[src/design/r2q_pkg.sv]
`timescale 1ns / 1ps
package r2q_pkg;

  // Field and datapath widths.
  localparam int FW = 18;   // matrix entries and quaternion outputs
  localparam int CW = 21;   // candidates and numerators, signed
  localparam int RW = 26;   // square root, units of 2^-24
  localparam int NW = 2 * RW; // radicand, candidate times 2^32
  localparam int DW = 45;   // dividend and partial remainder
  localparam int QW = 18;   // quotient bits kept before saturation
  localparam int QUEUE_DEPTH_DEF = 4;

  localparam logic signed [CW-1:0] ONE_FX = CW'(65536);
  localparam logic signed [FW-1:0] OUT_MAX = FW'(131071);
  localparam logic signed [FW-1:0] OUT_MIN = FW'(-131072);
  localparam logic [QW-1:0] NEG_LIMIT = QW'(131072);

  typedef logic signed [FW-1:0] fx_t;
  typedef logic signed [CW-1:0] cand_t;

  typedef enum logic [1:0] {
    PIV_TRACE = 2'd0,
    PIV_D1    = 2'd1,
    PIV_D2    = 2'd2,
    PIV_D3    = 2'd3
  } pivot_t;

  // One classified matrix, as it waits in the queue.
  typedef struct packed {
    logic             bad;
    pivot_t           pivot;
    cand_t            best;
    logic [3:0][CW-1:0] num;
  } job_t;

  // Result of the square root, handed to the dividers.
  typedef struct packed {
    logic          vld;
    logic [RW-1:0] root;
    job_t          job;
  } root_t;

endpackage

[src/design/r2q_front.sv]
`timescale 1ns / 1ps
module r2q_front (
  input  r2q_pkg::fx_t m11,
  input  r2q_pkg::fx_t m12,
  input  r2q_pkg::fx_t m13,
  input  r2q_pkg::fx_t m21,
  input  r2q_pkg::fx_t m22,
  input  r2q_pkg::fx_t m23,
  input  r2q_pkg::fx_t m31,
  input  r2q_pkg::fx_t m32,
  input  r2q_pkg::fx_t m33,
  output r2q_pkg::job_t job
);
  import r2q_pkg::*;

  function automatic logic [CW-1:0] mag_of(cand_t c);
    return c[CW-1] ? CW'(-c) : CW'(c);
  endfunction

  cand_t tr;
  cand_t cand [4];
  logic [CW-1:0] mag [4];
  cand_t d1, d2, d3, s12, s13, s23;
  cand_t best;
  logic [1:0] k;

  // The four candidates of Shepperd's method.
  always_comb begin
    tr = CW'(m11) + CW'(m22) + CW'(m33);
    cand[0] = ONE_FX + tr;
    cand[1] = ONE_FX - tr + (CW'(m11) <<< 1);
    cand[2] = ONE_FX - tr + (CW'(m22) <<< 1);
    cand[3] = ONE_FX - tr + (CW'(m33) <<< 1);
    for (int i = 0; i < 4; i++) begin
      mag[i] = mag_of(cand[i]);
    end
  end

  // Largest magnitude wins; a tie goes to the later candidate.
  always_comb begin
    k = 2'd0;
    for (int i = 1; i < 4; i++) begin
      if (mag[i] >= mag[k]) begin
        k = 2'(i);
      end
    end
    best = cand[k];
  end

  // Off-diagonal sums and differences, placed by case.
  always_comb begin
    d1  = CW'(m32) - CW'(m23);
    d2  = CW'(m13) - CW'(m31);
    d3  = CW'(m21) - CW'(m12);
    s12 = CW'(m12) + CW'(m21);
    s13 = CW'(m13) + CW'(m31);
    s23 = CW'(m23) + CW'(m32);
    job.best  = best;
    job.pivot = pivot_t'(k);
    job.bad   = best[CW-1] || (best == '0);
    unique case (job.pivot)
      PIV_TRACE: job.num = {d3, d2, d1, best};
      PIV_D1:    job.num = {s13, s12, best, d1};
      PIV_D2:    job.num = {s23, best, s12, d2};
      PIV_D3:    job.num = {best, s23, s13, d3};
      default:   job.num = '0;
    endcase
  end

endmodule

[config.mk]
export PLATFORM = sky130hd
export DESIGN_NAME = r2q_front
export DESIGN_NICKNAME = d
export VERILOG_FILES = /design/src/design/r2q_pkg.sv /design/src/design/r2q_front.sv
export SDC_FILE = /design/constraint.sdc
export NUM_CORES = 1
export LEC_CHECK = 0
export BUFFER_PORTS_ARGS = -buffer_cell sky130_fd_sc_hd__buf_2
export CORE_MARGIN = 5
export CORE_UTILIZATION = 25
export DETAILED_ROUTE_END_ITERATION = 16
export SLEW_MARGIN = 5
export SYNTH_ARGS = -nofsm -noshare
export SYNTH_HDL_FRONTEND = slang
export SYNTH_SLANG_ARGS = --single-unit
[constraint.sdc]
create_clock -name vclk -period 20.3
set_input_delay 1.015 -clock vclk [all_inputs]
set_output_delay 1.015 -clock vclk [all_outputs]
set_load 0.05 [all_outputs]
-- Yosys cells after proc, flatten, opt, wreduce, memory -nomap -nowiden
Index checks and enable logic that the tools add are counted.
- bits in registers: 0
- logic and storage cells: 49
- output and inout bits: 108
- input bits: 162
- bitwise gates (word level): 3
- magnitude comparators: 6
- multiplexer cells: 17
- equality and inequality tests: 3
- $add $sub $neg: 17
- reductions and logical operators: 3
- operators by type and width (operator ; count):
    case mux 84 bit (4 select lines) ; 1
    two-way mux 21 bit ; 10
    binary-select mux 21 bit (select 2 bit) ; 3
    negator 21 bit ; 4
    adder 18 x 18 -> 19 bit ; 4
    adder 21 x 19 -> 21 bit ; 3
    >= comparator 21 bit ; 3
    subtractor 18 x 18 -> 19 bit ; 3
    adder 18 x 20 -> 21 bit, first input constant ; 1
    zero test 21 bit ; 1
    subtractor 18 x 20 -> 21 bit, first input constant ; 1
    adder 19 x 18 -> 20 bit ; 1
    >= comparator 3 bit, second input constant ; 3
    inverter 2 -> 3 bit ; 3
    equality test 2 bit, second input constant ; 2
    two-way mux 2 bit ; 2
    equality test 2 x 1 -> 1 bit, second input constant ; 1
    zero test 2 bit ; 1
    logical OR 1 bit ; 1
    two-way mux 1 bit ; 1

-- Logic depth before layout (Yosys ltp)
- depth after elaboration: 26
- mapped depth: 66
- mapped depth without buffers: 58

-- Worst setup path after synthesis
OpenSTA, ideal clock, no wires.
- path type: input -> output
- start: input port m11[1]
- end: output port job[107] (netlist bit)
- buffers on the path: 9
- required time: 19.285 ns
- data arrival time: 16.396 ns
- slack: 2.889 ns
- stages on the path: 62
- cells stage by stage: inv_1 -> fa_1 -> inv_1 -> ha_1 -> inv_1 -> fa_1 -> nand2b_1 -> a21oi_1 -> o21ai_0 -> xor2_1 -> nand2_1 -> nor3_1 -> or3b_2 -> xor2_1 -> ha_1 -> a21o_1 -> a21o_1 -> a22o_1 -> (+26 left out) -> clkbuf_1 -> clkbuf_1 -> buf_1 -> buf_1 -> mux2i_1 -> ha_1 -> and4_1 -> nand2_1 -> or3_1 -> o31ai_4 -> nor2_2 -> inv_1 -> o221ai_1 -> nor3_1 -> nand4bb_1 -> or4_1 -> or4_1 -> o21bai_1
- RTL lines (element ; RTL line ; text):
    start: declaration ; r2q_front.sv:3 ; input r2q_pkg::fx_t m11,
    end: declaration ; r2q_front.sv:12 ; output r2q_pkg::job_t job

==> summary.md <==
Number of antenna violations at the first check in global routing: 4. The run gives 0 as the max-slew violation count. 270 I/O pins were placed. After synthesis, the largest family of logic cells by area is compound AO/OA/AOI/OAI gates.

STA classifies the critical path endpoint as a primary output. The most critical setup path has its startpoint at m11[1]. On the critical path the largest part of the delay comes from compound AO/OA/AOI/OAI gates.

The xor/xnor cell area share of the yosys netlist is 0.147. After clock tree synthesis, the flow added hold-fix buffers numbering 0. The fraction of synthesized cell area taken by the top area cell type is 0.204, and the global route total overflow is 0.

The tools report the register cell area after layout as 0 um2. After clock tree synthesis, the setup repair step added 0 buffers. Setup repair after global routing left no endpoint under its margin.

Setup violations remaining at the end of the flow were counted as 0. The worst hold margin was 2.74 ns. In this run the most critical hold path is launched from m23[0]. The region available for standard cell placement spans 60,400 um2. The run finished with clean final reports.

The detailed-route wire length per cell was 21.5 um. The total detailed-routing wirelength is 68.4 mm. Entering global routing, the biggest net connects 68 pins.

The most used cell along the critical path was ha_1. The area growth from synthesis to layout is 13.7%, and the starting density of the core is 0.253. The largest stage delay on the critical path came out at 0.69 ns. A synthesized cell averages 6.88 um2. For the cell area after technology mapping, the log shows 15,200 um2.

For the finished layout, the period the worst path requires is 18.77 ns. For the first-pass detailed-route iteration total, the log shows 6. After legalization and detailed placement, the total HPWL measured 59.7 mm. For the flip-flop and latch count, the log shows 0. The final period utilization came out at 0.925.

Highest net fanout along the worst path: 67. The share of final-layout standard cells stronger than drive strength 1 is 0.145, and the die height is 257 um. The worst slew margin relative to its limit was 0.257. The tightest min-delay check is of the input port to primary output type. Static timing analysis puts the maximum clock frequency at 0.0533 GHz. The initialized floorplan defines 90 standard-cell rows.

The count of nets left with antenna violations once routing finished came out at 0. Among all cell types in the netlist, the one instantiated most often is ha_1. The floorplan step defined a die boundary enclosing 66,000 um2. Counting every net in the synthesized netlist gives 2,654.

The total of max-cap violations came out at 0. The logs give 17.76 ns for the critical path data arrival time and 0 for the total of warnings raised by yosys. Clock buffers in the final layout number 0. For the pin with the worst max-slew slack, the measured transition is 1.11 ns. The first global-routing pass estimated 101 mm of wire. The startpoint kind of the worst setup timing path is an input port. After routing, the total negative slack on setup checks comes to 0 ns. The fraction of the mapped netlist area in simple logic gates came out at 0.219. For the share of synthesized area occupied by flip-flops and latches, the log shows 0.

Mux contribution to synthesized area: 0.0121. Overall routing resource usage: 0.194. The instance count of the mapped netlist is 2,216. The final hold violation count was 0.

The compound-gate portion of the synthesized area is 0.318, and the total number of vias is 17.6k. The via count of the first global-routing pass was 16.5k; the critical path required time was 19.29 ns. The worst setup path is of the input port to primary output kind. By count the netlist is led by 248 x ha_1, 209 x nor2_1, 206 x a21oi_1. After synthesis, the cell types taking the most area are ha_1 20%, xnor2_1 9.9%, a21oi_1 6.8%. After detailed routing, the number of vias per cell comes to 5.51. The biggest area consumer among synthesized cells is ha_1. The critical-path cell with the highest stage delay was xnor2_1. At the end of the flow, the number of nets in the layout was 2,842.

The adder-cell share of the synthesized area was 0.240; the number of different library cells in the post-synthesis netlist was 96. At the end of routability-driven placement, the weighted congestion stood at 0.945. The die is 257 um wide. Once the clock tree was built, the resizer swapped 0 gates to a different size.

The number of port buffers works out to 270. The tools report the number of DRC violations after detailed-routing iteration 0 as 1,786. Counting both buffers and inverters, the worst setup path holds a total of 7. After detailed routing, the number of remaining DRC violations is 0.
[tightest hold or removal path, cell delays in order]
cell,delay (ns)
buf_2,0.09
ha_1,0.22
o221ai_1,0.15
buf_2,0.24
[final timing paths]
check / end / slack, ns / depth (start not counted)
hold / removal: job[21] / 2.74 / 4
setup / recovery: job[107] / 1.53 / 57
[metal layers]
layer,wire [um],GRT usage,part of all wire
met5,13,0,0.00019
met2,29700,0.308,0.43
met3,6940,0.0329,0.10
met4,1080,0.0276,0.016
met1,30700,0.283,0.45
[cell type report]
type | instances | area (um2)
Antenna cell | 3 | 7.51
Multi-Input combinational cell | 1966 | 14300
Timing Repair Buffer | 289 | 1490
Tap cell | 782 | 978
Fill cell | 6772 | 43000
Inverter | 147 | 552
[cells in the final DEF, fill, tap and decap left out, types with 30 or more instances in the layout]
| master | Yosys | layout |
|---|---|---|
| buf_2 | 9 | 270 |
| nand3_1 | 44 | 44 |
| ha_1 | 248 | 248 |
| nor2_1 | 209 | 207 |
| nand2b_1 | 34 | 34 |
| a211oi_1 | 31 | 31 |
| inv_1 | 147 | 147 |
| xnor2_1 | 172 | 172 |
| nor2b_1 | 30 | 30 |
| nor3_1 | 56 | 56 |
| nand2_1 | 182 | 182 |
| o21ai_0 | 139 | 139 |
| a21o_1 | 50 | 50 |
| xor2_1 | 76 | 76 |
| a21oi_1 | 206 | 206 |
[cells by family (layout without fill, tap and decap cells)]
group / Yosys count / in the layout
AO/OA/AOI/OAI: 730 / 730
AND/OR/NAND/NOR: 690 / 690
adder cells (fa/ha/maj): 276 / 276
XOR/XNOR: 251 / 251
buffers and inverters: 250 / 436
multiplexers: 18 / 18
other: 1 / 4
[metrics by stage]
stage	util	std cells	area [um2]	setup slack, ns
final	0.287	3187	17300	1.53
after global routing	0.287	3185	17300	0.436
after CTS	0.287	3184	17300	1.79
after detailed placement	0.287	3184	17300	1.85
after global placement	0.287	3184	17300	2.30
after floorplan	-	2216	15200	2.89
