[src/design/r2q_pkg.sv]
`timescale 1ns / 1ps
package r2q_pkg;

  // Field and datapath widths.
  localparam int FW = 18;   // matrix entries and quaternion outputs
  localparam int CW = 21;   // candidates and numerators, signed
  localparam int RW = 26;   // square root, units of 2^-24
  localparam int NW = 2 * RW; // radicand, candidate times 2^32
  localparam int DW = 45;   // dividend and partial remainder
  localparam int QW = 18;   // quotient bits kept before saturation
  localparam int QUEUE_DEPTH_DEF = 4;

  localparam logic signed [CW-1:0] ONE_FX = CW'(65536);
  localparam logic signed [FW-1:0] OUT_MAX = FW'(131071);
  localparam logic signed [FW-1:0] OUT_MIN = FW'(-131072);
  localparam logic [QW-1:0] NEG_LIMIT = QW'(131072);

  typedef logic signed [FW-1:0] fx_t;
  typedef logic signed [CW-1:0] cand_t;

  typedef enum logic [1:0] {
    PIV_TRACE = 2'd0,
    PIV_D1    = 2'd1,
    PIV_D2    = 2'd2,
    PIV_D3    = 2'd3
  } pivot_t;

  // One classified matrix, as it waits in the queue.
  typedef struct packed {
    logic             bad;
    pivot_t           pivot;
    cand_t            best;
    logic [3:0][CW-1:0] num;
  } job_t;

  // Result of the square root, handed to the dividers.
  typedef struct packed {
    logic          vld;
    logic [RW-1:0] root;
    job_t          job;
  } root_t;

endpackage

[src/design/r2q_sqrt.sv]
`timescale 1ns / 1ps
module r2q_sqrt (
  input  logic           clk,
  input  logic           rst,
  input  logic           en,
  input  logic           in_vld,
  input  r2q_pkg::job_t  in_job,
  output r2q_pkg::root_t out
);
  import r2q_pkg::*;

  typedef struct packed {
    logic [NW-1:0] rem;
    logic [RW-1:0] res;
    job_t          job;
  } sq_stage_t;

  logic      vld [RW+1];
  sq_stage_t st  [RW+1];

  // Radicand is the picked candidate times 2^32; zero for a bad matrix.
  always_comb begin
    vld[0]    = in_vld;
    st[0].job = in_job;
    st[0].res = '0;
    st[0].rem = in_job.bad ? '0 : (NW'(in_job.best[CW-2:0]) << 32);
  end

  // One root bit per stage, most significant first.
  for (genvar s = 0; s < RW; s++) begin : g_step
    localparam int B = RW - 1 - s;
    logic [NW-1:0] trial;
    assign trial = (NW'(st[s].res) << (B + 1)) | (NW'(1) << (2 * B));

    always_ff @(posedge clk) begin
      if (rst) begin
        vld[s+1] <= 1'b0;
      end else if (en) begin
        vld[s+1] <= vld[s];
      end
    end

    always_ff @(posedge clk) begin
      if (en) begin
        st[s+1].job <= st[s].job;
        if (st[s].rem >= trial) begin
          st[s+1].rem <= st[s].rem - trial;
          st[s+1].res <= st[s].res | (RW'(1) << B);
        end else begin
          st[s+1].rem <= st[s].rem;
          st[s+1].res <= st[s].res;
        end
      end
    end
  end

  assign out.vld  = vld[RW];
  assign out.root = st[RW].res;
  assign out.job  = st[RW].job;

endmodule

[config.mk]
export PLATFORM = sky130hd
export DESIGN_NAME = r2q_sqrt
export DESIGN_NICKNAME = d
export VERILOG_FILES = /design/src/design/r2q_pkg.sv /design/src/design/r2q_sqrt.sv
export SDC_FILE = /design/constraint.sdc
export NUM_CORES = 2
export LEC_CHECK = 0
export BUFFER_PORTS_ARGS = -buffer_cell sky130_fd_sc_hd__buf_2
export CAP_MARGIN = 0
export CORE_AREA = 2 2 517 519
export CTS_BUF_LIST = sky130_fd_sc_hd__clkbuf_4
export DETAILED_ROUTE_END_ITERATION = 10
export DIE_AREA = 0 0 519 521
export PLACE_DENSITY = 0.74
export RECOVER_POWER = 50
export REMOVE_ABC_BUFFERS = 1
export SYNTH_ARGS = -nofsm -noshare
export SYNTH_HDL_FRONTEND = slang
export SYNTH_SLANG_ARGS = --single-unit
[constraint.sdc]
create_clock -name clk -period 3.46 [get_ports clk]
set_input_delay 0.519 -clock clk [delete_from_list [all_inputs] [get_ports clk]]
set_output_delay 0.519 -clock clk [all_outputs]
set_load 0.01 [all_outputs]
# ---- After elaboration in Yosys (flattened, before gate mapping)
# Cells that the tools add are included.
dict set report word_totals {
  output_inout_bits 135
  input_bits 112
  register_bits 4810
}
dict set report classes {
  n_addsub 25
  magnitude_cmp 26
  muxes 26
}
# cell count
set op_table {}
lappend op_table {{2-to-1 mux 78 bit} 25}
lappend op_table {{greater-or-equal comparator 52 x 27 -> 1 bit} 1}
lappend op_table {{greater-or-equal comparator 52 x 28 -> 1 bit} 1}
lappend op_table {{greater-or-equal comparator 52 x 29 -> 1 bit} 1}
lappend op_table {{greater-or-equal comparator 52 x 30 -> 1 bit} 1}
lappend op_table {{greater-or-equal comparator 52 x 31 -> 1 bit} 1}
lappend op_table {{greater-or-equal comparator 52 x 32 -> 1 bit} 1}
lappend op_table {{greater-or-equal comparator 52 x 33 -> 1 bit} 1}
lappend op_table {{greater-or-equal comparator 52 x 34 -> 1 bit} 1}
lappend op_table {{greater-or-equal comparator 52 x 35 -> 1 bit} 1}
lappend op_table {{greater-or-equal comparator 52 x 36 -> 1 bit} 1}
lappend op_table {{greater-or-equal comparator 52 x 37 -> 1 bit} 1}
lappend op_table {{greater-or-equal comparator 52 x 38 -> 1 bit} 1}
lappend op_table {{greater-or-equal comparator 52 x 39 -> 1 bit} 1}
lappend op_table {{greater-or-equal comparator 52 x 40 -> 1 bit} 1}
lappend op_table {{greater-or-equal comparator 52 x 41 -> 1 bit} 1}
lappend op_table {{greater-or-equal comparator 52 x 42 -> 1 bit} 1}
lappend op_table {{greater-or-equal comparator 52 x 43 -> 1 bit} 1}
lappend op_table {{greater-or-equal comparator 52 x 44 -> 1 bit} 1}
lappend op_table {{greater-or-equal comparator 52 x 45 -> 1 bit} 1}
lappend op_table {{greater-or-equal comparator 52 x 46 -> 1 bit} 1}
lappend op_table {{greater-or-equal comparator 52 x 47 -> 1 bit} 1}
lappend op_table {{greater-or-equal comparator 52 x 48 -> 1 bit} 1}
lappend op_table {{greater-or-equal comparator 52 x 49 -> 1 bit} 1}
lappend op_table {{other kinds (29)} 29}

# ---- Longest topological paths before layout
dict set report logic_depth {
  depth_word 3
  depth_mapped 15
  mapped_depth_nobuf 14
}

# ---- Worst setup path after synthesis
# Ideal clock, no wire load.
dict set report synth_path {
  path_type {reg-to-reg}
  start {reg st (netlist bit g_step[20].trial[12])}
  end {reg st[1115] (netlist bit) (data pin)}
  arrival_ps 3113
  path_slack_ps 89
  required_time_ps 3202
  stages_incl_launch_ff 13
  synth_period_minus_slack_ps 3371
  path_buffers 0
  cell_sequence {edfxtp_1 > inv_1 > ha_1 > inv_1 > fa_1 > nand2b_1 > a21oi_1 > o21bai_1 > o311ai_1 > a311oi_2 > a2111oi_2 > nand4_1 > xnor2_1}
}
dict set report synth_via {
  elab_chain_cells 2
  word_cells_on_any_way 3
  classes_between {1 x add/sub; 1 x order compare; 1 x mux}
}
# item line
set synth_lines {}
lappend synth_lines {{start, declared} r2q_sqrt.sv:19} ;# sq_stage_t st [RW+1];
lappend synth_lines {{subtractor 52 x 32 -> 52 bit / greater-or-equal comparator 52 x 32 -> 1 bit (equally long branches)} {r2q_sqrt.sv:47, r2q_sqrt.sv:46}}
lappend synth_lines {{2-to-1 mux 78 bit (*)} r2q_sqrt.sv:46} ;# if (st[s].rem >= trial) begin
# Mark *: on every way between the ends. The rest lies on a longest branch, timed or not.
# A chain may end at the register's enable or synchronous reset.

# ---- Worst setup path in the final report
dict set report layout_path {
  start {reg st[2964] (netlist bit)}
  end {reg st[2768] (netlist bit) (data pin)}
}
dict set report layout_via {
  elab_chain_cells 2
}
# item line
set layout_lines {}
lappend layout_lines {{greater-or-equal comparator 52 x 41 -> 1 bit} r2q_sqrt.sv:46}
lappend layout_lines {{2-to-1 mux 78 bit} r2q_sqrt.sv:46}
# No other way between the ends.

==> impl_metrics.ini <==
[yosys]
synth_top_family_by_area = simple AND/OR/NAND/NOR gates
ys_async_sr_fraction_pct = 0
yosys_warnings = 0
ys_top_cells_by_area = edfxtp_1 81%, ha_1 3.0%, xnor2_1 1.6%, xor2_1 1.5%, inv_1 1.2%
ys_seq_elements = 3925
synth_mux_area_share_pct = 0.636
synth_xor_area_share_pct = 3.10
yosys.area.top_type = edfxtp_1
ys_seq_area_share_pct = 81.2
synth_compound_area_share_pct = 4.65
postSynthAreaPerCell_um2 = 17.8
synth_ff_type = edfxtp_1
syn-cell-area_mm2 = 0.145
synth_edf_count = 3899
synthAdderAreaFrac_pct = 3.18
synth_top_cell_area_share_pct = 80.9
ys_types = 91
synthCells = 8114
synth_simple_gate_area_share_pct = 5.05

[clock_tree]
clk_pin_slew_ns = 0.07
cts_max_level = 6
cts.path.max_buffers = 4
cts-root-buf = clkbuf_4
cts_tree = built
clk_latency_ns = 1.54
cts_sinks = 3925
numCtsBuffers = 903

[floorplan]
die_area_mm2 = 0.270
core_mm2 = 0.264
die_w_um = 519
num_io_pins = 247
start_util_pct = 54.8
die_h_um = 521
rows = 189

[sta]
fin_setup_tns_ns = 0
max_freq_ghz = 0.292
skew_ns = 0.143
drv_slew = 871
min_period_over_period_pct = 99.0
fin_ws_ns = 0.0334
setup_viol = 0
relSlewSlack_pct = -92.5
hold_viol_final = 0
min_period_ns = 3.43
tightest_slew_ns = 2.89

[layout]
layout-drive-gt1-share_pct = 19.0
syn2layout_area_growth_pct = 14.3
nets = 9972
final_cell_area_mm2 = 0.165
seq_area_mm2 = 0.118
post-route-util_pct = 62.6
fillCellCount = 18230
multi_input_area_mm2 = 0.0244

[critical_path]
cp_slowest_cell = or4_4
cpPeakStageDelay_ns = 0.55
critPathTopFamily = simple AND/OR/NAND/NOR gates
crit_type = reg2reg
path_buf_inv = 1
arrival_ns = 4.60
worst-path-stages = 8
path_cells = ha_2 -> or4_4 -> or3_4 -> or4_4 -> nor4_4 -> or3b_4 -> buf_8 -> mux2_4
cp-start-kind = register
reg2reg_depth = 8
crit_required_ns = 4.63
crit_fanout = 18
crit_path_end_kind = register
cpMostUsedCell = or4_4

[power_and_ir_drop]
p_per_area_mw_per_mm2 = 630
p_leak_nw = 60.0
total_power_mw = 104
peakVddDrop_mv = 0.356

[route]
drtPass1Iterations = 7
vias = 70460
viasPerCell = 5.13
drtIter0Drc = 4823
ant_nets = 0
routed_wl_mm = 226
drc_errors = 0
wl_per_cell_um = 16.4

[global_routing]
grt_pass1_wl_mm = 359
grt_pass1_vias = 72604
antenna_found_initial = 7
grt_start_max_net_pins = 117
track_usage_pct = 16.3
overflow = 0

[place]
pre_cts_ws_ns = -0.215
place.gp.congestion = 0.951
placed_area_mm2 = 0.151
dp_hpwl_mm = 137
portBuffers = 246

[run]
max-cap-violations = 16

[min_path]
min-delay-path-class = in2reg
worstHoldPathCells = 2

[status]
status = complete, but fails checks
violations = max-capacitance violations, max-slew violations
-- worst register-to-register path, cell delays in order, from the launching register on --
cell	delay, ns
edfxtp_1	0.41
ha_2	0.23
or4_4	0.55
or3_4	0.37
or4_4	0.47
nor4_4	0.20
or3b_4	0.44
buf_8	0.17
mux2_4	0.31
-- sequential cells by signal, summed over array words and instances, names as in the netlist --
name and cells:
g_step.trial 325, out 135, st 3440, vld 25
-- layout by cell type, fill, tap and decap left out, types with 248 or more instances in the layout --
| master | n |
|---|---|
| a21oi_1 | 272 |
| clkbuf_4 | 1286 |
| edfxtp_1 | 3899 |
| ha_1 | 343 |
| inv_1 | 461 |
| nand2_1 | 390 |
| nor2_1 | 324 |
| o21ai_0 | 333 |
| xnor2_1 | 265 |
| xor2_1 | 248 |
-- metal layers --
metal / part of all wire, % / track usage [%] / vias to the layer above / wire (um)
met5: 0.0053 / 0 / - / 12
met4: 4.2 / 8.74 / 2 / 9570
met3: 4.9 / 3.53 / 611 / 11000
met2: 51 / 28.3 / 1946 / 116000
met1: 40 / 19.0 / 33639 / 89500
li1: - / - / 34262 / -
-- repair_timing --
action | 4_1_cts | 5_1_grt
endpoints found under the setup margin | 30 | 159
endpoints found under the hold margin | 4054 | 0
hold buffers | 246 | 0
gates cloned | 0 | 1
pin swaps | 1 | 9
gates resized for setup | 12 | 54
buffers inserted | 3 | 4
-- power by group --
part | internal (mW) | switching [mW] | leakage [nW]
Combinational | 4.14 | 5.73 | 15.4
Sequential | 56.9 | 2.02 | 37.8
Clock | 18.2 | 17.3 | 6.81
-- cells in the mapped netlist (22+ instances only) --
library cell  count
nand3_1         105
or2_2            22
xnor2_1         265
a21o_1           96
o211ai_1         29
nor3_1          135
a21oi_1         286
or4_1            30
clkbuf_1         78
o31ai_1          34
o21ai_0         335
o21a_1           67
or3_1            52
a31oi_1          25
nand2_1         390
nand3b_1         25
and3_1           26
nor2b_1          59
nand2b_1         64
inv_1           461
o21bai_1         40
nor2_1          326
dfxtp_1          26
mux2_2           44
a211oi_1         43
nand4_1          42
edfxtp_1       3899
nor4_1           89
ha_1            344
xor2_1          248
buf_4           135
mux2i_1          35
-- worst paths after layout --
path	end	from	slack, ns
worst min register to register	st[1188]	st[1374]	0.36
worst max register to register	st[2768]	st[2964]	0.03
worst min-delay path	st[3169]	en	0.26
worst max-delay path	st[2768]	st[2964]	0.03
-- cell type report --
type / instances / share of cell area (%)
diodes: 9 / 0.0136
clock buffers: 1286 / 5.83
repair buffers: 714 / 3.48
clock inverters: 314 / 1.13
inverters: 461 / 1.05
well taps: 3533 / 2.67
multi-input cells: 3496 / 14.8
flip-flops and latches: 3925 / 71.1
-- logic make-up (layout without fill, tap and decap cells) --
kind of cell,count (synthesis),after routing
AND/OR/NAND/NOR,1456,1456
AO/OA/AOI/OAI,1084,1084
flip-flops,3925,3925
XOR/XNOR,513,513
other,0,9
adder cells (fa/ha/maj),359,359
multiplexers,84,84
buffers and inverters,693,2775
-- stage by stage --
| step | hold slack, ns | instances |
|---|---|---|
| final | 0.259 | 13738 |
| after global routing | 0.0125 | 13736 |
| after CTS | 0.00511 | 13724 |
| after detailed placement | 0.405 | 11875 |
| after global placement | 0.400 | 11875 |
| after floorplan | 0.400 | 7882 |
Power figures use the tool's default switching activity.
