===== config.mk =====
export PLATFORM = sky130hd
export DESIGN_NAME = r2q_queue
export DESIGN_NICKNAME = d
export VERILOG_FILES = /design/src/design/r2q_pkg.sv /design/src/design/r2q_queue.sv
export SDC_FILE = /design/constraint.sdc
export NUM_CORES = 1
export LEC_CHECK = 0
export ABC_AREA = 1
export ABC_CLOCK_PERIOD_IN_PS = 3400
export BUFFER_PORTS_ARGS = -buffer_cell sky130_fd_sc_hd__buf_2
export CORE_ASPECT_RATIO = 0.75
export CORE_MARGIN = 3
export CORE_UTILIZATION = 52
export CTS_CLUSTER_SIZE = 40
export DETAILED_ROUTE_END_ITERATION = 10
export PLACE_DENSITY = 0.82
export SLEW_MARGIN = 20
export SYNTH_ARGS = -nofsm -noshare
export SYNTH_HDL_FRONTEND = slang
export SYNTH_SLANG_ARGS = --single-unit

===== constraint.sdc =====
create_clock -name clk -period 3.4 [get_ports clk]
set_clock_uncertainty 0.2 [all_clocks]
set_input_delay 0.17 -clock clk [delete_from_list [all_inputs] [get_ports clk]]
set_output_delay 0.17 -clock clk [all_outputs]
set_load 0.005 [all_outputs]

===== src/design/r2q_pkg.sv =====
`timescale 1ns / 1ps
package r2q_pkg;

  // Field and datapath widths.
  localparam int FW = 18;   // matrix entries and quaternion outputs
  localparam int CW = 21;   // candidates and numerators, signed
  localparam int RW = 26;   // square root, units of 2^-24
  localparam int NW = 2 * RW; // radicand, candidate times 2^32
  localparam int DW = 45;   // dividend and partial remainder
  localparam int QW = 18;   // quotient bits kept before saturation
  localparam int QUEUE_DEPTH_DEF = 4;

  localparam logic signed [CW-1:0] ONE_FX = CW'(65536);
  localparam logic signed [FW-1:0] OUT_MAX = FW'(131071);
  localparam logic signed [FW-1:0] OUT_MIN = FW'(-131072);
  localparam logic [QW-1:0] NEG_LIMIT = QW'(131072);

  typedef logic signed [FW-1:0] fx_t;
  typedef logic signed [CW-1:0] cand_t;

  typedef enum logic [1:0] {
    PIV_TRACE = 2'd0,
    PIV_D1    = 2'd1,
    PIV_D2    = 2'd2,
    PIV_D3    = 2'd3
  } pivot_t;

  // One classified matrix, as it waits in the queue.
  typedef struct packed {
    logic             bad;
    pivot_t           pivot;
    cand_t            best;
    logic [3:0][CW-1:0] num;
  } job_t;

  // Result of the square root, handed to the dividers.
  typedef struct packed {
    logic          vld;
    logic [RW-1:0] root;
    job_t          job;
  } root_t;

endpackage


===== src/design/r2q_queue.sv =====
`timescale 1ns / 1ps
module r2q_queue #(
  parameter int DEPTH = r2q_pkg::QUEUE_DEPTH_DEF
) (
  input  logic          clk,
  input  logic          rst,
  input  logic          push,
  input  r2q_pkg::job_t wdata,
  output logic          full,
  input  logic          pop,
  output r2q_pkg::job_t rdata,
  output logic          empty
);
  import r2q_pkg::*;

  localparam int PW = (DEPTH > 1) ? $clog2(DEPTH) : 1;
  localparam int CNW = $clog2(DEPTH + 1);

  job_t mem [DEPTH];
  logic [PW-1:0] wr_ptr;
  logic [PW-1:0] rd_ptr;
  logic [CNW-1:0] count;

  assign full  = (count == CNW'(DEPTH));
  assign empty = (count == '0);
  assign rdata = mem[rd_ptr];

  // Storage is written on every push; no reset needed.
  always_ff @(posedge clk) begin
    if (push) begin
      mem[wr_ptr] <= wdata;
    end
  end

  // Pointers and fill count.
  always_ff @(posedge clk) begin
    if (rst) begin
      wr_ptr <= '0;
      rd_ptr <= '0;
      count  <= '0;
    end else begin
      if (push) begin
        wr_ptr <= (wr_ptr == PW'(DEPTH - 1)) ? '0 : wr_ptr + 1'b1;
      end
      if (pop) begin
        rd_ptr <= (rd_ptr == PW'(DEPTH - 1)) ? '0 : rd_ptr + 1'b1;
      end
      if (push && !pop) begin
        count <= count + 1'b1;
      end else if (pop && !push) begin
        count <= count - 1'b1;
      end
    end
  end

endmodule


Word level (Yosys, flattened, before mapping)
Memories as Yosys holds them, arrays and structs flattened. A register that Yosys moved wholly into a read port is not among the register bits.
Index checks and enable logic that the tools add are counted.
{ "word_totals": {"register_bits": 7, "latchBits": 0, "mem_bits_rw": 432, "romBits": 0, "output_inout_bits": 110, "word_cells": 25, "mem_count": 1} }
{ "classes": {"addsub": 4, "multipliers": 0, "div_mod_pow": 0, "order_cmp": 0, "n_eq_ne": 3, "shifts": 0, "n_mux": 8, "n_bitwise": 0, "reduce_logical": 6} }
{ "memory_table": {"columns": ["name", "words", "width", "rd", "rd_clocked_by_memory_dff", "wr", "line_no", "rtl"], "rows": [
  ["mem", 4, 108, 1, 1, 1, "r2q_queue.sv:19", "job_t mem [DEPTH];"]
]} }
{ "ops": {"columns": ["operator", "n"], "rows": [
  ["2-bit two-way mux", 4],
  ["3-bit two-way mux", 2],
  ["2-bit by 1-bit adder with 2-bit output, second input constant", 2],
  ["2-bit equality test, second input constant", 2],
  ["3-bit by 1-bit adder with 3-bit output, second input constant", 1],
  ["3-bit equality test, second input constant", 1],
  ["3-bit zero test", 1],
  ["3-bit by 1-bit subtractor with 3-bit output, second input constant", 1],
  ["1-bit logical AND", 2],
  ["1-bit zero test", 2],
  ["1-bit two-way mux", 2],
  ["2-bit nonzero test", 1]
]} }

Logic depth before layout (Yosys ltp)
Gate-level depths: netlist of the first run.
{ "logic_depth": {"depth_word": 4, "depth_mapped": 10, "depth_no_buf": 10} }

Worst setup path after synthesis of the first run
OpenSTA, ideal clock, no wires.
{ "synth_path": {"kind": "register to register", "startpoint": "reg wr_ptr[0]", "endpoint": "mem mem[3][0] in the netlist's numbering (enable)", "t_arrival_ps": 2675, "path_slack_ps": 64, "path_stages_with_launch": 4, "path_buffers": 0, "synth_period_minus_slack_ps": 3336, "cell_sequence": "dfxtp_1 ha_1 nand2_1 inv_1"} }
{ "synth_lines": {"columns": ["item", "line_no", "rtl"], "rows": [
  ["start: declaration", "r2q_queue.sv:20", "logic [PW-1:0] wr_ptr;"],
  ["start signal: assignment", "r2q_queue.sv:43", "wr_ptr <= (wr_ptr == PW'(DEPTH - 1)) ? '0 : wr_ptr + 1'b1;"],
  ["end: declaration", "r2q_queue.sv:19", null]
]} }
No word-level cell before the write port.

==> results of run 1 <==
-- where the power goes --
| part | internal (W) | total [W] | switching [W] |
|---|---|---|---|
| Combinational | 0.000458 | 0.00118 | 0.000724 |
| Sequential | 0.00621 | 0.00628 | 0.0000718 |
| Clock | 0.00273 | 0.00466 | 0.00193 |
| Total | 0.00940 | 0.0121 | 0.00273 |
-- kinds of logic (layout without fill, tap and decap cells) --
logic type      after synthesis  after routing  share of synthesized area (%)
buf+inv                      86            443                           3.05
fa+ha+maj                     7              7                          0.578
compound gates              330            330                           10.9
flops                       441            441                           80.0
xor+xnor                      1              1                         0.0533
other cells                   0              1                              0
simple gates                238            238                           5.49
-- worst paths after layout --
| path | start | endpoint | slack, ns | cells past startpoint |
|---|---|---|---|---|
| max | flop | rdata[11] | 0.34 | 5 |
| min | wdata[14] | mem[0][14]$_DFFE_PP_ | 0.18 | 2 |
| max reg2reg | wr_ptr[0]$_SDFFE_PP0P_ | mem[3][67]$_DFFE_PP_ | 1.27 | 4 |
| min reg2reg | wr_ptr[1]$_SDFFE_PP0P_ | wr_ptr[1]$_SDFFE_PP0P_ | 0.36 | 2 |
-- metal layers --
layer  vias up  part of all wire (%)  global-route usage [%]  routed length (µm)
met1      5121                    40                    29.5               15400
met5         -                 0.050                       0                  19
met3        86                   8.7                    5.79                3320
met2       487                    48                    36.5               18400
li1       4829                     -                       -                   -
met4         4                   2.4                    7.18                 898
-- metrics by stage --
step,setup WS (ns),power (W),instance area (µm²),std cells
after global routing,0.267,0.0126,20400,1860
final,0.342,0.0121,20400,1860
after global placement,1.06,0.00741,17900,1670
after CTS,0.407,0.0122,20400,1859
after detailed placement,1.03,0.00745,17900,1670
after floorplan,0.0639,0.00697,16400,1103
-- worst max-delay path, cell delays in order, from the launching register on --
cell and delay [ns]:
dfxtp_4 0.64, clkinv_2 0.53, buf_12 0.37, o21ai_0 0.19
o22ai_1 0.14, buf_2 0.16
-- registers in the layout, indices dropped and copies added, names as in the netlist, named ones only --
register / flops
wr_ptr: 2
count: 3
rd_ptr: 2
mem: 432
-- layout make-up --
cell class	instances	area, µm²
Clock inverter	21	215
Fill cell	2017	10200
Sequential cell	441	13200
Clock buffer	56	1170
Inverter	16	78.8
Multi-Input combinational cell	576	2790
Timing Repair Buffer	350	2470
Antenna cell	1	2.50
Tap cell	399	499
-- synth_stat cells --
cell	instances	area (µm²)
buf_12	1	20.0
buf_2	7	35.0
nor2_1	224	841
inv_8	1	11.3
nor3_1	4	20.0
edfxtp_1	432	13000
buf_8	1	15.0
ha_1	6	75.1
o21ai_1	37	185
buf_4	3	22.5
clkinv_2	1	5.00
a21oi_1	3	15.0
clkbuf_2	2	10.0
o22ai_1	108	676
dfxtp_1	9	180
fa_1	1	20.0
o21ai_0	182	911
inv_1	14	52.6
buf_6	16	180
nand3_1	1	5.00
nand4_1	1	6.26
xor2_1	1	8.76
nand2_1	8	30.0
clkbuf_1	40	150
==> impl_metrics.yaml, run 1 <==
cts:
  cts_resized: 0
  htreeDepth: 2
  cts_buffers: 42
  post_cts_buffers: 0
  cts_sinks: 441
  cts.clk_slew.worst_paths_ns: 0.07
  cts_tree: "yes"
  root_buffer: "clkbuf_16"
  insertion_delay_ns: 0.54
  hold_buffers: 112
  clk_path_buf_depth: 3
yosys:
  synthCells: 1103
  ys_ff_latch: 441
  yosysSeqAreaShare_pct: 80.0
  synth_warnings: 0
  synth_nets: 1222
  synth_area_mm2: 0.0164
  syn_avg_cell_area_um2: 14.9
  synth.distinct_cells: 24
setup_path:
  worst_setup_path_end_kind: "output pin"
  worstPathArrival_ns: 2.69
  start_kind: "flop"
  cp.required_ns: 3.03
  crit_fanout: 80
  critPathKind: "reg -> out"
pwr:
  p_leak_nw: 7.21
  p_per_area_mw_per_mm2: 595
  peakVddDrop_v: 0.000475
sta:
  hold_violations: 0
  worst_slew_pin_slew_ns: 1.34
  finalSetupTns_ns: 0
  period_share_pct: 89.9
  slew_headroom_pct: 10.9
  fmax_mhz: 327
  setup_viol_count_final: 0
  period_minus_slack_ns: 3.06
  slew_viol_final: 0
  hold_slack_ns: 0.178
  rsz0062_at_grt: "false"
drt:
  drt_wl_total_um: 38000
  routed-via-count: 10500
  route.detailed.wl_per_inst_um: 20.4
  detail-route-antenna-nets: 0
  drt-initial-drc-count: 980
  viasPerCell: 5.66
  drc: 0
  dr.pass1.iters: 5
cells_and_area:
  finalNetCount: 1546
  areaGrowthSynthToFinish_pct: 23.9
  final_core_util_pct: 66.6
  final_cell_mix: "432 x edfxtp_1, 224 x nor2_1, 221 x buf_2"
  final_common_cell: "edfxtp_1"
  drive_gt1_share_pct: 20.9
outcome:
  status: "complete, no violations"
place:
  globalplace.congestion: 0.726
  io_buffers: 221
  hpwl_um: 20100
die:
  num_rows: 55
  fp.dieW_um: 211
  io_pins: 222
  initial_core_util_pct: 53.7
  fp.dieArea_mm2: 0.0338
  core-area_mm2: 0.0306
  die_h_um: 160
global_route:
  antenna_found_initial: 3
  grt-ovfl-total: 0
  grt_pass1_wl_um: 59100
  first_global_vias: 10900
  grt_max_degree: 217
  grtUsageTotal_pct: 22.3
hold_path:
  min_path_type: "in -> reg"
run:
  maxCapViolCount: 0
No activity file was read; power rests on OpenSTA's default activity.
==> run 2, diff against run 1 <==
--- a/config.mk
+++ b/config.mk
@@ -6,7 +6,6 @@
 export NUM_CORES = 1
 export LEC_CHECK = 0
 export ABC_AREA = 1
-export ABC_CLOCK_PERIOD_IN_PS = 3400
 export BUFFER_PORTS_ARGS = -buffer_cell sky130_fd_sc_hd__buf_2
 export CORE_ASPECT_RATIO = 0.75
 export CORE_MARGIN = 3
==> constraint.sdc (replaced) <==
create_clock -name clk -period 2.66 [get_ports clk]
set_clock_uncertainty 0.2 [all_clocks]
set_input_delay 0.133 -clock clk [delete_from_list [all_inputs] [get_ports clk]]
set_output_delay 0.133 -clock clk [all_outputs]
set_load 0.005 [all_outputs]
==> run 2 against run 1 <==
Clock power is 25% higher. Power is 27% higher. Sequential share of layout area is 0.27 points lower. Sequential power is 28% higher. Combinational power is 31% higher. Worst hold slack worse by 0.037 ns. Global-route usage is 0.70 points lower. Core utilization is 0.29 points higher. First-iteration DRC count is 2.9% lower. Setup slack worse by 0.18 ns. Critical endpoint is now rdata[18].
==> impl_metrics.yaml, run 2 (same netlist as run 1, synthesis figures left out) <==
sta:
  worst_slew_pin_slew_ns: 0.711
  period_share_pct: 94.1
  slew_headroom_pct: 52.6
  hold_violations: 0
  rsz0062_at_grt: "false"
  finalSetupTns_ns: 0
  period_minus_slack_ns: 2.50
  fmax_mhz: 400
  slew_viol_final: 0
  setup_viol_count_final: 0
die:
  num_rows: 55
  die_h_um: 160
  io_pins: 222
  fp.dieArea_mm2: 0.0338
  fp.dieW_um: 211
  initial_core_util_pct: 53.7
  core-area_mm2: 0.0306
global_route:
  grt_pass1_wl_um: 57400
  grt_max_degree: 151
  grt-ovfl-total: 0
  first_global_vias: 10700
  grtUsageTotal_pct: 21.6
  antenna_found_initial: 0
place:
  dp.cells: 1673
  hpwl_um: 19900
  globalplace.congestion: 0.760
  io_buffers: 221
setup_path:
  cp.required_ns: 2.33
  critPathKind: "reg -> out"
  r2r_setup_slack_ns: 0.62
  start_kind: "flop"
  worstPathArrival_ns: 2.17
  worst_setup_path_end_kind: "output pin"
  crit_fanout: 63
cells_and_area:
  final_cell_mix: "432 x edfxtp_1, 224 x nor2_1, 221 x buf_2"
  fin_cells: 1863
  fillCellCount: 1979
  final_core_util_pct: 66.9
  drive_gt1_share_pct: 21.6
  finalNetCount: 1550
  areaGrowthSynthToFinish_pct: 24.5
  top_regs: "mem x432, count x3"
  largest_reg_flops: 432
  num_antenna_cells: 0
  final_common_cell: "edfxtp_1"
  largest-register: "mem"
cts:
  htreeDepth: 2
  cts_tree: "yes"
  clk_path_buf_depth: 3
  root_buffer: "clkbuf_16"
  cts_sinks: 441
  insertion_delay_ns: 0.53
  cts_buffers: 42
  cts.clk_slew.worst_paths_ns: 0.06
drt:
  viasPerCell: 5.62
  drt_wl_total_um: 36800
  route.detailed.wl_per_inst_um: 19.8
  dr.pass1.iters: 5
  detail-route-antenna-nets: 0
  drt-initial-drc-count: 952
  routed-via-count: 10500
  drc: 0
outcome:
  status: "complete, no violations"
hold_path:
  min_path_type: "in -> reg"
run:
  maxCapViolCount: 0
pwr:
  p_leak_nw: 7.21
  power.total_w: 0.0154
  p_per_area_mw_per_mm2: 752
  peakVddDrop_v: 0.000657
==> run 2: cell count changes in the layout (fill, tap and decap cells not counted), sizes merged <==
cell / previous run / this run
buf: 238 / 241
bufinv: 4 / 3
clkbuf: 56 / 57
clkinv: 15 / 16
clkinvlp: 3 / 5
diode: 1 / 0
dlygate4sd3: 112 / 113
inv: 15 / 12
==> run 2: report_power, final <==
group / total (W) / internal, W / leakage [nW] / switching (W)
sequential: 0.00802 / 0.00794 / 4.04 / 0.0000774
clock: 0.00584 / 0.00341 / 0.661 / 0.00243
combinational: 0.00154 / 0.000607 / 2.51 / 0.000930
total: 0.0154 / 0.0120 / 7.21 / 0.00343
==> run 2: worst paths after layout <==
kind | startpoint | endpoint | cells past startpoint
worst max-delay path | flop | rdata[18] | 4
worst max register to register | wr_ptr[0]$_SDFFE_PP0P_ | mem[0][41]$_DFFE_PP_ | 5
worst min-delay path | wdata[85] | mem[3][85]$_DFFE_PP_ | 2
worst min register to register | wr_ptr[1]$_SDFFE_PP0P_ | wr_ptr[1]$_SDFFE_PP0P_ | 2
==> run 2: routing by layer <==
metal | share of wire (%) | GRT usage, % | vias to the layer above | routed length [µm]
li1 | - | - | 4825 | -
met1 | 40 | 29.1 | 5109 | 14700
met2 | 50 | 36.0 | 484 | 18300
met3 | 8.7 | 4.75 | 52 | 3200
met4 | 1.6 | 5.84 | 0 | 590
met5 | 0 | 0 | - | 0
==> run 2: what timing repair did <==
action,in CTS,in global routing
hold buffers,113,0
gates resized for setup,0,0
setup endpoints to repair,0,0
buffers inserted,0,0
endpoints found under the hold margin,441,0
==> run 2: cell type report <==
| cell class | instances | area (µm²) | share of cell area, % |
|---|---|---|---|
| multi-input combinational | 576 | 2810 | 13.7 |
| clock buffer | 57 | 1180 | 5.77 |
| tap | 399 | 499 | 2.44 |
| inverter | 16 | 83.8 | 0.409 |
| timing repair buffer | 354 | 2560 | 12.5 |
| clock inverter | 20 | 176 | 0.862 |
| sequential | 441 | 13200 | 64.3 |
==> run 2: through the flow <==
stage | hold WS [ns] | area, µm² | setup WS [ns]
CTS | 0.107 | 20500 | 0.146
finish | 0.141 | 20500 | 0.158
floorplan | -0.00203 | 16500 | -0.135
global route | 0.140 | 20500 | 0.00936
global placement | 0.144 | 18000 | 0.632
detailed placement | 0.148 | 18000 | 0.588
==> run 2: worst max-delay path, cell delays in order (launching register included) <==
cell and delay (ns):
dfxtp_4 0.41, buf_4 0.52, o21ai_0 0.18, o22ai_1 0.33, buf_2 0.18
